`src/design/acm27_pkg.sv`:
```
// Shared types, constants and small mod-27 helper functions for the affine cipher block.
package acm27_pkg;

  localparam int unsigned AlphaSize = 27;
  localparam logic [4:0] GapIndex = 5'd14;
  localparam logic [7:0] CharA = 8'h61;
  localparam logic [7:0] CharN = 8'h6e;
  localparam logic [7:0] CharO = 8'h6f;
  localparam logic [7:0] CharZ = 8'h7a;
  localparam logic [7:0] CharGap = 8'h23;

  localparam logic [1:0] CfgMode = 2'd0;
  localparam logic [1:0] CfgKeyMult = 2'd1;
  localparam logic [1:0] CfgKeyAdd = 2'd2;

  // Key material derived from the configuration registers.
  typedef struct packed {
    logic       mode;
    logic [4:0] a;
    logic [4:0] b;
    logic [4:0] ainv;
    logic       bad;
  } key_t;

  // Decoded input symbol.
  typedef struct packed {
    logic       ok;
    logic [4:0] idx;
  } sym_t;

  // Reduces a value below 54 to its residue modulo 27.
  function automatic logic [4:0] sub27(input logic [7:0] x);
    logic [7:0] r;
    begin
      r = (x >= 8'(AlphaSize)) ? (x - 8'(AlphaSize)) : x;
      return r[4:0];
    end
  endfunction

  // One folding step: 32 is 5 modulo 27, so x keeps its residue.
  function automatic logic [7:0] fold32(input logic [9:0] x);
    return (8'(x[9:5]) * 8'd5) + 8'(x[4:0]);
  endfunction

  // Inverse of a residue modulo 27, zero where none exists.
  function automatic logic [4:0] inv27(input logic [4:0] a);
    logic [4:0] r;
    begin
      case (a)
        5'd1: r = 5'd1;
        5'd2: r = 5'd14;
        5'd4: r = 5'd7;
        5'd5: r = 5'd11;
        5'd7: r = 5'd4;
        5'd8: r = 5'd17;
        5'd10: r = 5'd19;
        5'd11: r = 5'd5;
        5'd13: r = 5'd25;
        5'd14: r = 5'd2;
        5'd16: r = 5'd22;
        5'd17: r = 5'd8;
        5'd19: r = 5'd10;
        5'd20: r = 5'd23;
        5'd22: r = 5'd16;
        5'd23: r = 5'd20;
        5'd25: r = 5'd13;
        5'd26: r = 5'd26;
        default: r = 5'd0;
      endcase
      return r;
    end
  endfunction

  // Maps a byte to its alphabet index.
  function automatic sym_t sym_decode(input logic [7:0] c);
    sym_t s;
    logic [7:0] d;
    begin
      s.ok = 1'b0;
      s.idx = 5'd0;
      d = 8'd0;
      if (c >= CharA && c <= CharN) begin
        d = c - CharA;
        s.ok = 1'b1;
        s.idx = d[4:0];
      end else if (c == CharGap) begin
        s.ok = 1'b1;
        s.idx = GapIndex;
      end else if (c >= CharO && c <= CharZ) begin
        d = c - CharO + 8'(GapIndex) + 8'd1;
        s.ok = 1'b1;
        s.idx = d[4:0];
      end
      return s;
    end
  endfunction

  // Maps an alphabet index (0..26) back to its byte.
  function automatic logic [7:0] sym_encode(input logic [4:0] idx);
    logic [7:0] r;
    begin
      if (idx < GapIndex) begin
        r = CharA + 8'(idx);
      end else if (idx == GapIndex) begin
        r = CharGap;
      end else begin
        r = CharO + 8'(idx) - 8'(GapIndex) - 8'd1;
      end
      return r;
    end
  endfunction

endpackage

```
`src/design/acm27_keys.sv`:
```
// Configuration registers and the key values derived from them.
module acm27_keys (
  input  logic                 clk_i,
  input  logic                 rst_ni,
  input  logic                 cfg_valid_i,
  input  logic [1:0]           cfg_index_i,
  input  logic [4:0]           cfg_data_i,
  output logic                 cfg_ready_o,
  output acm27_pkg::key_t      key_o
);
  import acm27_pkg::*;

  logic       mode_q;
  logic [4:0] key_mult_q;
  logic [4:0] key_add_q;
  logic [4:0] a_red;

  assign cfg_ready_o = 1'b1;

  always_ff @(posedge clk_i or negedge rst_ni) begin
    if (!rst_ni) begin
      mode_q     <= 1'b0;
      key_mult_q <= 5'd1;
      key_add_q  <= 5'd0;
    end else if (cfg_valid_i) begin
      case (cfg_index_i)
        CfgMode:    mode_q     <= cfg_data_i[0];
        CfgKeyMult: key_mult_q <= cfg_data_i;
        CfgKeyAdd:  key_add_q  <= cfg_data_i;
        default: ;
      endcase
    end
  end

  assign a_red = sub27({3'b000, key_mult_q});

  always_comb begin
    key_o.mode = mode_q;
    key_o.a    = a_red;
    key_o.b    = sub27({3'b000, key_add_q});
    key_o.ainv = inv27(a_red);
    key_o.bad  = (inv27(a_red) == 5'd0);
  end

endmodule

```
`src/design/acm27_pipe.sv`:
```
// Four-stage cipher datapath: decode, multiply-add, fold, reduce and re-encode.
module acm27_pipe (
  input  logic            clk_i,
  input  logic            rst_ni,
  input  acm27_pkg::key_t key_i,
  input  logic            in_valid_i,
  input  logic [7:0]      in_char_i,
  output logic            in_stall_o,
  output logic            out_valid_o,
  output logic [7:0]      out_char_o,
  output logic            key_error_o,
  input  logic            out_stall_i
);
  import acm27_pkg::*;

  logic       v1_q, v2_q, v3_q, v4_q;
  logic       rdy1, rdy2, rdy3, rdy4;
  logic [7:0] c1_q, c2_q, c3_q, c4_q;
  logic       s1_q, s2_q, s3_q;
  logic [4:0] t1_q;
  logic [9:0] p2_q;
  logic [5:0] f3_q;
  logic       e4_q;

  sym_t       sym;
  logic [4:0] t_d;
  logic [4:0] mult;
  logic [4:0] addk;
  logic [9:0] p_d;
  logic [7:0] f_a;
  logic [7:0] f_b;
  logic [4:0] k_res;

  // A stage takes new data when it is empty or its contents move on.
  assign rdy4 = !v4_q || !out_stall_i;
  assign rdy3 = !v3_q || rdy4;
  assign rdy2 = !v2_q || rdy3;
  assign rdy1 = !v1_q || rdy2;
  assign in_stall_o = !rdy1;

  // Decrypt works as ainv * (j - b), so the key offset is removed here.
  always_comb begin
    sym = sym_decode(in_char_i);
    if (key_i.mode) begin
      t_d = sub27(8'(sym.idx) + 8'(AlphaSize) - 8'(key_i.b));
    end else begin
      t_d = sym.idx;
    end
  end

  assign mult = key_i.mode ? key_i.ainv : key_i.a;
  assign addk = key_i.mode ? 5'd0 : key_i.b;
  assign p_d  = (10'(mult) * 10'(t1_q)) + 10'(addk);

  assign f_a = fold32(p2_q);
  assign f_b = fold32({2'b00, f_a});
  assign k_res = sub27({2'b00, f3_q});

  always_ff @(posedge clk_i or negedge rst_ni) begin
    if (!rst_ni) begin
      v1_q <= 1'b0;
      v2_q <= 1'b0;
      v3_q <= 1'b0;
      v4_q <= 1'b0;
    end else begin
      if (rdy1) v1_q <= in_valid_i;
      if (rdy2) v2_q <= v1_q;
      if (rdy3) v3_q <= v2_q;
      if (rdy4) v4_q <= v3_q;
    end
  end

  always_ff @(posedge clk_i) begin
    if (rdy1) begin
      c1_q <= in_char_i;
      s1_q <= sym.ok && !key_i.bad;
      t1_q <= t_d;
    end
    if (rdy2) begin
      c2_q <= c1_q;
      s2_q <= s1_q;
      p2_q <= p_d;
    end
    if (rdy3) begin
      c3_q <= c2_q;
      s3_q <= s2_q;
      f3_q <= f_b[5:0];
    end
    if (rdy4) begin
      c4_q <= s3_q ? sym_encode(k_res) : c3_q;
      e4_q <= key_i.bad;
    end
  end

  assign out_valid_o = v4_q;
  assign out_char_o  = c4_q;
  assign key_error_o = e4_q;

endmodule

```
`src/design/affine_cipher_mod27.sv`:
```
// Affine cipher over a 27-symbol alphabet (a..n, '#', o..z): top level.
// Takes one byte per cycle while in_stall_o is low and returns one byte per byte
// through four pipeline registers (decode, multiply-add, modulo fold, reduce and
// re-encode). Bytes outside the alphabet pass through unchanged. When key_mult has
// no inverse modulo 27, key_error_o is high and every byte passes through.
// Configuration (index 0 mode, 1 key_mult, 2 key_add) is always accepted and should
// be written only while no byte is in flight.
module affine_cipher_mod27 (
  input  logic       clk_i,
  input  logic       rst_ni,
  input  logic       cfg_valid_i,
  input  logic [1:0] cfg_index_i,
  input  logic [4:0] cfg_data_i,
  output logic       cfg_ready_o,
  input  logic       in_valid_i,
  input  logic [7:0] in_char_i,
  output logic       in_stall_o,
  output logic       out_valid_o,
  output logic [7:0] out_char_o,
  output logic       key_error_o,
  input  logic       out_stall_i
);
  import acm27_pkg::*;

  key_t key;

  acm27_keys u_keys (
    .clk_i       (clk_i),
    .rst_ni      (rst_ni),
    .cfg_valid_i (cfg_valid_i),
    .cfg_index_i (cfg_index_i),
    .cfg_data_i  (cfg_data_i),
    .cfg_ready_o (cfg_ready_o),
    .key_o       (key)
  );

  acm27_pipe u_pipe (
    .clk_i       (clk_i),
    .rst_ni      (rst_ni),
    .key_i       (key),
    .in_valid_i  (in_valid_i),
    .in_char_i   (in_char_i),
    .in_stall_o  (in_stall_o),
    .out_valid_o (out_valid_o),
    .out_char_o  (out_char_o),
    .key_error_o (key_error_o),
    .out_stall_i (out_stall_i)
  );

endmodule

```
`config.mk`:
```
export PLATFORM = sky130hd
export DESIGN_NAME = affine_cipher_mod27
export DESIGN_NICKNAME = d
export VERILOG_FILES = /design/src/design/acm27_pkg.sv /design/src/design/acm27_keys.sv /design/src/design/acm27_pipe.sv /design/src/design/affine_cipher_mod27.sv
export SDC_FILE = /design/constraint.sdc
export NUM_CORES = 1
export LEC_CHECK = 0
export BUFFER_PORTS_ARGS = -buffer_cell sky130_fd_sc_hd__clkbuf_2
export CAP_MARGIN = 20
export CORE_MARGIN = 2
export CORE_UTILIZATION = 51
export CTS_BUF_LIST = sky130_fd_sc_hd__clkbuf_4 sky130_fd_sc_hd__clkbuf_8 sky130_fd_sc_hd__clkbuf_16
export DETAILED_ROUTE_END_ITERATION = 12
export GPL_TIMING_DRIVEN = 0
export PLACE_DENSITY = 0.8
export SETUP_SLACK_MARGIN = 0.05
export SLEW_MARGIN = 25
export SYNTH_ARGS = -nofsm -noshare
export SYNTH_HDL_FRONTEND = slang
export SYNTH_SLANG_ARGS = --single-unit
```
`constraint.sdc`:
```
create_clock -name clk_i -period 6.1 [get_ports clk_i]
set_input_delay 0.61 -clock clk_i [delete_from_list [all_inputs] [get_ports clk_i]]
set_output_delay 0.61 -clock clk_i [all_outputs]
set_load 0.03 [all_outputs]
```
==> results.md <==
* Final cell count without fillers at 713
* Status: completed
* Met2 wire length at 5740 um
* Initial antenna violation count at 0
* Num CTS Buffers at 9
* Final total power at 3.53 mW
* Overall Global Routing Usage at 0.195
* Clock Sinks at 72
* Hold_ws at 0.172 ns
* Mean Syn Cell Area at 10.8 um2
* Synth area leaders: edfxtp_1, ha_1, fa_1, dfrtp_1, inv_1
* First-pass GRT wire length at 18,300 um
* Routability cong. at 0.894
* Vias in the first global route at 4,108
* Multi-input gate area at 3270 um2
* Final Hold Vio Count at 0
* Worst-skew pair later-pin latency at 0.35 ns
* Max Cap Viol at 0
* Leading area contributor after synthesis: edfxtp_1
* Layout cells sized above 1 at 0.185
* Placed Area at 5980 um2
* Final setup vio count at 0
* Core Util, Final at 0.578
* CP arrival at 5.90 ns
* Vias per cell at 5.54
* Hold-fix buffer count after cts at 0
* Post-Synthesis Cell Area at 5660 um2
* Largest net degree at the start of global routing at 21
* Slew Limit Fails at 0
* DR top layer: met4
* DIE WIDTH at 109 um
* DRC viols at 0
* Total Neg Setup Slack at 0 ns
* Number of synthesized register bits at 72
* Ys flop type: edfxtp_1
* Share of the yosys chip area belonging to registers at 0.369
* Nets at 673
* Final HPWL DP at 8450 um
* Worst Hold Class: in2async
* M1 WL at 4420 um
* Die area at 12,000 um2
* CP required at 6.21 ns
* Antenna Violating Nets Remaining at 0
* Post-Place Cells at 696
* # diodes at 0
* Num ports at 32
* Worst vdd ir at 0.508 mV
* Initial Util at 0.522
* CP max FO at 10
* Die extent in y at 109 um
* CTS clk-pin slew, worst paths at 0.09 ns
* Tcrit/Tclk final at 0.950
* GRT Residual Overflow at 0
* Final Instance Area at 6270 um2
* CP Class: reg2reg
* Core Footprint at 10,800 um2
* Number of synthesized flops with an enable pin at 57
* Port Buf Inserts at 30
* Fmax at 173 MHz
* Syn_nets at 631
* Clock Skews at 0.0171 ns
* Final WL at 10,700 um
* Met3 Wirelength at 396 um
* Asr flop ratio synth at 0.208
* P per Cell Area at 564 nW/um2
* Most common cell in the netlist: inv_1
* Synth Instances at 526
* Drt first pass iters at 4
* Yosys warnings at 0
* Register Area at 2090 um2
* Starting DRT DRC Count at 118
* CTS tree: done
* Actual slew at the worst max-slew pin at 0.783 ns
* CP endpoint kind: flop
* Synth cell types at 76
* Fillers at 878
* Cell Rows at 38
* Via count at 3,953
* Synth cell count leaders: inv_1, ha_1, edfxtp_1
* H-tree depth at 3
* Unrepaired setup endpoints after global routing: yes
* Relative slew margins at 0.477
* Post-layout min period at 5.79 ns
* Post-route setup slack at 0.308 ns
* Synth top area share at 0.302
* CTS max path bufs at 2
* Leakage power at 2.86 nW
* Worst setup SP type: flop
* Area Overhead vs Synth at 10.7%
* Routed length per instance at 15.0 um
* Pre-CTS setup slack at -0.267 ns
* CTS Root Cell: clkbuf_8
-- cells by family after synthesis --
group,share of synthesized area
simple gates,0.129
compound gates,0.144
xor+xnor,0.0279
flops,0.369
fa+ha+maj,0.214
other cells,0.000663
mux,0.0506
buf+inv,0.0643
-- path summary, 6_finish.rpt --
path	from	endpoint	slack, ns	depth (start not counted)
max	u_keys.key_mult_q[0]$_DFFE_PN1P_	u_pipe.p2_q[9]$_DFFE_PP_	0.31	22
min	rst_ni	u_keys.mode_q$_DFFE_PN0P_	0.17	1
max reg2reg	u_keys.key_mult_q[0]$_DFFE_PN1P_	u_pipe.p2_q[9]$_DFFE_PP_	0.31	22
min reg2reg	u_pipe.c2_q[3]$_DFFE_PP_	u_pipe.c3_q[3]$_DFFE_PP_	0.41	0
max in group asynchronous	rst_ni	u_keys.key_mult_q[0]$_DFFE_PN1P_	5.60	1
min in group clk_i	u_pipe.c2_q[3]$_DFFE_PP_	u_pipe.c3_q[3]$_DFFE_PP_	0.41	0
-- sequential cells by signal, indices dropped and copies added (netlist names), 5 cells and up --
register,count
u_pipe.f3_q,6
u_pipe.c3_q,8
u_pipe.c1_q,8
u_pipe.c2_q,8
u_pipe.t1_q,5
u_keys.key_add_q,5
u_pipe.out_char_o,8
u_pipe.p2_q,10
u_keys.key_mult_q,5
-- cell type report --
| class | instances | area share |
|---|---|---|
| sequential | 72 | 0.333 |
| clock inverter | 7 | 0.0138 |
| clock buffer | 9 | 0.0198 |
| timing repair buffer | 31 | 0.0252 |
| buffer | 13 | 0.0170 |
| multi-input combinational | 372 | 0.522 |
| tap | 140 | 0.0280 |
| inverter | 69 | 0.0413 |
-- worst max-delay path, cell delays in order (launching register included) --
cell,delay (ns)
dfstp_2,0.57
ha_2,0.25
buf_6,0.16
nor3_1,0.06
o32a_2,0.41
inv_2,0.13
ha_2,0.23
and3_1,0.16
a32o_1,0.21
nor2_1,0.06
a22oi_2,0.21
mux2_4,0.21
nand2_1,0.08
fa_1,0.49
fa_1,0.52
fa_1,0.54
inv_1,0.04
ha_1,0.33
a21oi_2,0.17
nand2b_1,0.12
a21boi_0,0.12
o41a_1,0.35
xnor2_1,0.14
-- timing repair --
item,in CTS,in global routing
endpoints found under the setup margin,3,4
gates resized for setup,5,12
setup buffers,0,1
pin swaps,0,1
-- layer usage --
metal,up-vias,global-route usage
met1,1924,0.224
met3,11,0.0427
met5,-,0
met2,68,0.358
li1,1950,-
met4,0,0.0633
-- where the power goes --
group | switching (mW) | total (mW) | internal (mW) | leakage, nW
clock network | 0.196 | 0.394 | 0.198 | 0.104
registers | 0.0970 | 0.890 | 0.793 | 0.764
logic | 1.25 | 2.25 | 0.997 | 1.99
-- cells in the final DEF (no fill, tap or decap), types with 14 or more instances in the layout --
cell type	Yosys	final
a21oi_1	19	17
inv_1	69	68
nand2_1	36	36
and2_1	16	16
ha_1	65	62
fa_1	20	20
nor2_1	23	23
mux2_2	15	15
edfxtp_1	57	57
clkbuf_2	0	31
dfrtp_1	14	14
No activity file was read; power rests on OpenSTA's default activity.
